## src/rtl/core/hnpm_pkg.sv

```systemverilog
package hnpm_pkg;

   // dictionary size and derived widths
   localparam int DICT_DEPTH = 16;
   localparam int CELL_IDX_W = $clog2(DICT_DEPTH);
   localparam int WORD_W     = 64;
   localparam int DIST_W     = 7;
   localparam int SLOT_W     = 4;
   localparam int CFG_W      = 5;
   localparam int CMP_W      = (SLOT_W > CELL_IDX_W) ? SLOT_W : CELL_IDX_W;
   localparam int ACT_W      = (CFG_W > CELL_IDX_W + 1) ? CFG_W : CELL_IDX_W + 1;

   // running best before any entry is compared
   localparam logic [DIST_W-1:0] NO_MATCH_DISTANCE = DIST_W'(65);

   // item commands
   localparam logic CMD_LOAD  = 1'b0;
   localparam logic CMD_MATCH = 1'b1;

   // payload of an item as it walks the chain
   typedef struct packed {
      logic                  cmd;
      logic [SLOT_W-1:0]     slot;
      logic [WORD_W-1:0]     word;
      logic [CELL_IDX_W-1:0] best_idx;
      logic [DIST_W-1:0]     best_dist;
   } tok_pay_type;

   typedef struct packed {
      logic        valid;
      tok_pay_type pay;
   } tok_type;

   // number of set bits in a word
   function automatic logic [DIST_W-1:0] count_ones(input logic [WORD_W-1:0] w);
      logic [DIST_W-1:0] part [WORD_W];
      for (int k = 0; k < WORD_W; k++) begin
         part[k] = DIST_W'(w[k]);
      end
      // pairwise adder tree, log2 of the word width levels deep
      for (int span = 1; span < WORD_W; span = span * 2) begin
         for (int k = 0; k < WORD_W; k = k + 2 * span) begin
            part[k] = part[k] + part[k + span];
         end
      end
      return part[0];
   endfunction

endpackage

```

## src/rtl/core/hnpm_ifs.sv

```systemverilog
// request channel: load or match item
interface hnpm_req_if import hnpm_pkg::*; ();
   logic              valid;
   logic              ready;
   logic              cmd;
   logic [SLOT_W-1:0] entry_index;
   logic [WORD_W-1:0] bit_word;

   modport source (output valid, cmd, entry_index, bit_word, input ready);
   modport sink   (input valid, cmd, entry_index, bit_word, output ready);
endinterface

// response channel: nearest entry of a match item
interface hnpm_rsp_if import hnpm_pkg::*; ();
   logic              valid;
   logic              ready;
   logic [SLOT_W-1:0] best_index;
   logic [DIST_W-1:0] best_distance;

   modport source (output valid, best_index, best_distance, input ready);
   modport sink   (input valid, best_index, best_distance, output ready);
endinterface

// register write channel: entries_in_use
interface hnpm_csr_if import hnpm_pkg::*; ();
   logic             valid;
   logic             ready;
   logic [CFG_W-1:0] data;

   modport source (output valid, data, input ready);
   modport sink   (input valid, data, output ready);
endinterface

```

## src/rtl/core/hnpm_cell.sv

```systemverilog
module hnpm_cell import hnpm_pkg::*; (
   input  logic                  clock,
   input  logic                  reset,
   input  logic                  advance,
   input  logic                  active,
   input  logic [CELL_IDX_W-1:0] cell_index,
   input  tok_type               tok_in,
   output tok_type               tok_out
);

   logic [WORD_W-1:0] pat_ff;
   logic              valid_ff;
   tok_pay_type       pay_ff;
   tok_pay_type       pay_in;
   logic [DIST_W-1:0] entry_dist;
   logic              take;
   logic              write;

   // distance of the passing tile to this entry
   assign entry_dist = count_ones(tok_in.pay.word ^ pat_ff);

   // strictly closer wins, so the lower index keeps a tie
   assign take = tok_in.valid && (tok_in.pay.cmd == CMD_MATCH) && active &&
                 (entry_dist < tok_in.pay.best_dist);

   assign write = tok_in.valid && (tok_in.pay.cmd == CMD_LOAD) &&
                  (CMP_W'(tok_in.pay.slot) == CMP_W'(cell_index));

   // update running best
   always_comb begin
      pay_in = tok_in.pay;
      if (take) begin
         pay_in.best_idx  = cell_index;
         pay_in.best_dist = entry_dist;
      end
   end

   // item valid
   always_ff @(posedge clock) begin
      if (reset) begin
         valid_ff <= 1'b0;
      end else if (advance) begin
         valid_ff <= tok_in.valid;
      end
   end

   // item payload and stored entry
   always_ff @(posedge clock) begin
      if (advance) begin
         pay_ff <= pay_in;
         if (write) begin
            pat_ff <= tok_in.pay.word;
         end
      end
   end

   assign tok_out = '{valid: valid_ff, pay: pay_ff};

endmodule

```

## src/rtl/core/hnpm_chain.sv

```systemverilog
module hnpm_chain import hnpm_pkg::*; (
   input  logic             clock,
   input  logic             reset,
   input  logic             advance,
   input  logic [CFG_W-1:0] entries_in_use,
   input  tok_type          head,
   output tok_type          tail
);

   tok_type link [DICT_DEPTH+1];

   assign link[0] = head;

   // one cell per dictionary entry, items hop one cell per advance
   for (genvar i = 0; i < DICT_DEPTH; i++) begin : g_cell
      logic active;

      // entry zero is always searched; a count past the depth searches all
      assign active = (i == 0) || (ACT_W'(entries_in_use) > ACT_W'(i));

      hnpm_cell u_cell (
         .clock      (clock),
         .reset      (reset),
         .advance    (advance),
         .active     (active),
         .cell_index (CELL_IDX_W'(i)),
         .tok_in     (link[i]),
         .tok_out    (link[i+1])
      );
   end

   assign tail = link[DICT_DEPTH];

endmodule

```

## src/rtl/core/hamming_nearest_pattern_match.sv

```systemverilog
// Nearest-pattern search by Hamming distance. A load item (cmd 0) stores bit_word as
// dictionary entry entry_index; a match item (cmd 1) returns the index and distance of
// the closest of the first entries_in_use entries, lowest index on a tie. Every item
// walks a chain of DICT_DEPTH cells (16), one cell per entry, one hop per cycle, so the
// block takes one item per cycle while the response is not stalled; a match result shows
// on the response port from the register of the last cell and is taken at the next edge
// at the earliest; loads and matches stay in order. A stalled response stalls the
// whole chain. Entries must be loaded before a match searches them.
module hamming_nearest_pattern_match import hnpm_pkg::*; (
   input logic      clock,
   input logic      reset,
   hnpm_req_if.sink   req_ch,
   hnpm_rsp_if.source rsp_ch,
   hnpm_csr_if.sink   csr_ch
);

   logic [CFG_W-1:0] used_ff;
   logic             advance;
   tok_type          head;
   tok_type          tail;

   // entries_in_use register
   assign csr_ch.ready = 1'b1;

   always_ff @(posedge clock) begin
      if (reset) begin
         used_ff <= CFG_W'(16);
      end else if (csr_ch.valid) begin
         used_ff <= csr_ch.data;
      end
   end

   // chain moves unless a finished result waits
   assign advance      = !rsp_ch.valid || rsp_ch.ready;
   assign req_ch.ready = advance;

   // new item enters with no best yet
   always_comb begin
      head.valid         = req_ch.valid;
      head.pay.cmd       = req_ch.cmd;
      head.pay.slot      = req_ch.entry_index;
      head.pay.word      = req_ch.bit_word;
      head.pay.best_idx  = '0;
      head.pay.best_dist = NO_MATCH_DISTANCE;
   end

   hnpm_chain u_chain (
      .clock          (clock),
      .reset          (reset),
      .advance        (advance),
      .entries_in_use (used_ff),
      .head           (head),
      .tail           (tail)
   );

   // last cell register is the response register; loads drop out here
   assign rsp_ch.valid         = tail.valid && (tail.pay.cmd == CMD_MATCH);
   assign rsp_ch.best_index    = SLOT_W'(tail.pay.best_idx);
   assign rsp_ch.best_distance = tail.pay.best_dist;

endmodule

```

## src/flat_wrapper.sv

```systemverilog
// flat-port wrapper written by rule: the top's interface ports become plain ports
module hamming_nearest_pattern_match_flat import hnpm_pkg::*;
  (clock, reset, req_ch_valid, req_ch_cmd, req_ch_entry_index, req_ch_bit_word, req_ch_ready, rsp_ch_valid, rsp_ch_best_index, rsp_ch_best_distance, rsp_ch_ready, csr_ch_valid, csr_ch_data, csr_ch_ready);
  hnpm_req_if req_ch_i ();
  hnpm_rsp_if rsp_ch_i ();
  hnpm_csr_if csr_ch_i ();
  input logic clock;
  input logic reset;
  input wire logic [$bits(req_ch_i.valid)-1:0] req_ch_valid;
  input wire logic [$bits(req_ch_i.cmd)-1:0] req_ch_cmd;
  input wire logic [$bits(req_ch_i.entry_index)-1:0] req_ch_entry_index;
  input wire logic [$bits(req_ch_i.bit_word)-1:0] req_ch_bit_word;
  output wire logic [$bits(req_ch_i.ready)-1:0] req_ch_ready;
  output wire logic [$bits(rsp_ch_i.valid)-1:0] rsp_ch_valid;
  output wire logic [$bits(rsp_ch_i.best_index)-1:0] rsp_ch_best_index;
  output wire logic [$bits(rsp_ch_i.best_distance)-1:0] rsp_ch_best_distance;
  input wire logic [$bits(rsp_ch_i.ready)-1:0] rsp_ch_ready;
  input wire logic [$bits(csr_ch_i.valid)-1:0] csr_ch_valid;
  input wire logic [$bits(csr_ch_i.data)-1:0] csr_ch_data;
  output wire logic [$bits(csr_ch_i.ready)-1:0] csr_ch_ready;
  assign req_ch_i.valid = req_ch_valid;
  assign req_ch_i.cmd = req_ch_cmd;
  assign req_ch_i.entry_index = req_ch_entry_index;
  assign req_ch_i.bit_word = req_ch_bit_word;
  assign req_ch_ready = req_ch_i.ready;
  assign rsp_ch_valid = rsp_ch_i.valid;
  assign rsp_ch_best_index = rsp_ch_i.best_index;
  assign rsp_ch_best_distance = rsp_ch_i.best_distance;
  assign rsp_ch_i.ready = rsp_ch_ready;
  assign csr_ch_i.valid = csr_ch_valid;
  assign csr_ch_i.data = csr_ch_data;
  assign csr_ch_ready = csr_ch_i.ready;
  hamming_nearest_pattern_match u_core (.clock(clock), .reset(reset), .req_ch(req_ch_i), .rsp_ch(rsp_ch_i), .csr_ch(csr_ch_i));
endmodule
```

## config.mk

```make
export PLATFORM = sky130hd
export DESIGN_NAME = hamming_nearest_pattern_match_flat
export DESIGN_NICKNAME = d
export VERILOG_FILES = /design/src/rtl/core/hnpm_pkg.sv /design/src/rtl/core/hnpm_ifs.sv /design/src/rtl/core/hnpm_cell.sv /design/src/rtl/core/hnpm_chain.sv /design/src/rtl/core/hamming_nearest_pattern_match.sv /design/src/flat_wrapper.sv
export SDC_FILE = /design/constraint.sdc
export NUM_CORES = 2
export LEC_CHECK = 0
export ABC_CLOCK_PERIOD_IN_PS = 53800
export BUFFER_PORTS_ARGS = -buffer_cell sky130_fd_sc_hd__buf_2
export CORE_ASPECT_RATIO = 1.2
export CORE_MARGIN = 5
export CORE_UTILIZATION = 41
export CTS_CLUSTER_DIAMETER = 120
export CTS_CLUSTER_SIZE = 30
export DETAILED_ROUTE_END_ITERATION = 12
export MAX_ROUTING_LAYER = met4
export PLACE_DENSITY = 0.57
export RECOVER_POWER = 50
export SLEW_MARGIN = 20
export SYNTH_ARGS = -nofsm -noshare
export SYNTH_HDL_FRONTEND = slang
export SYNTH_HIERARCHICAL = 1
export SYNTH_SLANG_ARGS = --single-unit
export TNS_END_PERCENT = 1
```

## constraint.sdc

```tcl
create_clock -name clock -period 53.8 [get_ports clock]
set_input_delay 10.76 -clock clock [delete_from_list [all_inputs] [get_ports clock]]
set_output_delay 10.76 -clock clock [all_outputs]
set_load 0.02 [all_outputs]
```

==> flow_summary.toml <==
[timing]
finalHoldViolations = 0
finalSetupTns_ps = 0
slew_headroom = -0.863
tightest_slew_ps = 2790
fin_ws_ps = 29700
layout_min_cycle_time_ps = 24100
final.period_utilization = 0.448
max_freq_mhz = 41.5
skew_ps = 42.1
rsz0062_at_grt = "false"
maxSlewViolCount = 52
setup_violations = 0

[flow_run]
drv_cap = 3

[setup_path]
critPathKind = "in2out"
crit_top_cell = "buf_2"
crit_buf_inv = 2
cp.arrival_ps = 13340
cpLargestDelayFamily = "simple AND/OR/NAND/NOR gates"
startpoint_type = "input pin"
end_kind = "primary output"
path_cells = "buf_2, nand2b_1, buf_2"
slowest_stage = "nand2b_1"
path_max_fanout = 29
required_ps = 43040
critical_path.max_stage_delay_ps = 1980

[detailed_routing]
drt_iter0_markers = 1764
drc_errors = 0
wire_per_inst_microns = 18.3
antenna_left = 0
dr.pass1.iters = 7
vias = 45093
wirelength_mm = 181
viasPerCell = 4.55

[clock_tree]
cts_resized = 0
clk_latency_ps = 750
cts_sinks = 2257
cts_buffers = 85
cts_root_buf = "clkbuf_16"
cts.clk_slew.worst_paths_ps = 120
cts_tree = "built"
cts_hold_buf = 0
cts_buffer_depth = 3
cts_setup_buffers = 0
h-tree-depth = 3

[global_routing]
grt_pass1_wl_mm = 290
track_usage = 0.140
grt_overflow = 0
antenna_found_initial = 4
grt_pass1_vias = 50631
grt_max_degree = 85

[synthesis]
post_synth.cell_area_avg_sq_um = 17.6
yosysWarnings = 6
synthesis.area_sq_um = 108000
syn-instance-count = 6142

[final_layout]
n_fill_cell = 22927
syn_to_final_growth_pct = 6.90
drive_above_1_share = 0.0457
final_nets = 7748
postLayoutCellArea_sq_um = 116000
postLayoutCoreUtil = 0.440

[place]
gp_congestion = 0.778
portBuffers = 91
dp_slack_ps = 31160
dpl.hpwl_mm = 145
placed_area_sq_um = 114000

[floorplan]
die_x_microns = 479
dieArea_sq_um = 274000
die_h_microns = 573
num_rows = 206
fp.coreArea_sq_um = 263000
ios = 93
initial_core_util = 0.412

[status]
violations = "max-capacitance violations, max-slew violations"
outcome = "finished with violations"

[worst_hold_path]
hp-class = "reg2reg"
==> flip-flops by register name (all words and copies together), names as in the netlist <==
| signal | cells |
|---|---|
| u_core/u_chain/g_cell.u_cell/valid_ff | 16 |
| u_core/u_chain/g_cell.u_cell/tok_out | 1212 |
| u_core/u_chain/g_cell.u_cell/pat_ff | 1024 |
| u_core/used_ff | 5 |
==> cell type report <==
type	instances	area (sq um)	area share
Inverter	787	2950	0.0255
Timing Repair Buffer	131	668	0.00578
Multi-Input combinational cell	3207	37800	0.327
Tap cell	3432	4290	0.0371
Clock buffer	96	2230	0.0193
Antenna cell	2	5.00	0.0000433
Clock inverter	6	106	0.000920
Sequential cell	2257	67600	0.584
==> path summary, 6_finish.rpt <==
check / startpoint / to / slack (ps) / cells past startpoint
min: u_core/u_chain/g_cell[10].u_cell/tok_out[78]$_DFFE_PP_ / u_core/u_chain/g_cell[11].u_cell/tok_out[78]$_DFFE_PP_ / 480 / 0
max: rsp_ch_ready / req_ch_ready / 29700 / 3
min reg2reg: u_core/u_chain/g_cell[10].u_cell/tok_out[78]$_DFFE_PP_ / u_core/u_chain/g_cell[11].u_cell/tok_out[78]$_DFFE_PP_ / 480 / 0
max reg2reg: u_core/u_chain/g_cell[0].u_cell/tok_out[11]$_DFFE_PP_ / u_core/u_chain/g_cell[1].u_cell/tok_out[10]$_DFFE_PP_ / 44820 / 22
==> cells in the final DEF, fill, tap and decap left out, types with 25 or more instances in the layout <==
cell type	count
clkbuf_16	88
nand3_1	32
a21oi_1	66
nand2b_1	26
a21o_1	48
xor2_1	589
edfxtp_1	2236
inv_1	787
buf_4	40
clkbuf_1	78
nor2_1	49
conb_1	148
o21ai_0	25
o211ai_1	26
mux2_1	69
nand2_1	54
ha_1	336
mux2_4	67
a211oi_1	27
xnor2_1	547
fa_1	864
mux2_2	40
==> through the flow <==
stage          cells  hold WS, ps
2_1_floorplan   6286          443
3_3_place_gp    9814          457
3_5_place_dp    9814          461
4_1_cts         9916          486
5_1_grt         9918          493
6_report        9918          478
==> metal layers <==
metal / global-route usage / up-vias / wire, microns
li1: - / 21508 / -
met1: 0.146 / 23133 / 65000
met2: 0.279 / 282 / 109000
met3: 0.0129 / 170 / 3460
met4: 0.0308 / 0 / 3860
met5: - / - / 0
Power is left out: the tool's default activity adds up to more than one toggle a clock period on the data nets, which glitch-free logic cannot reach.
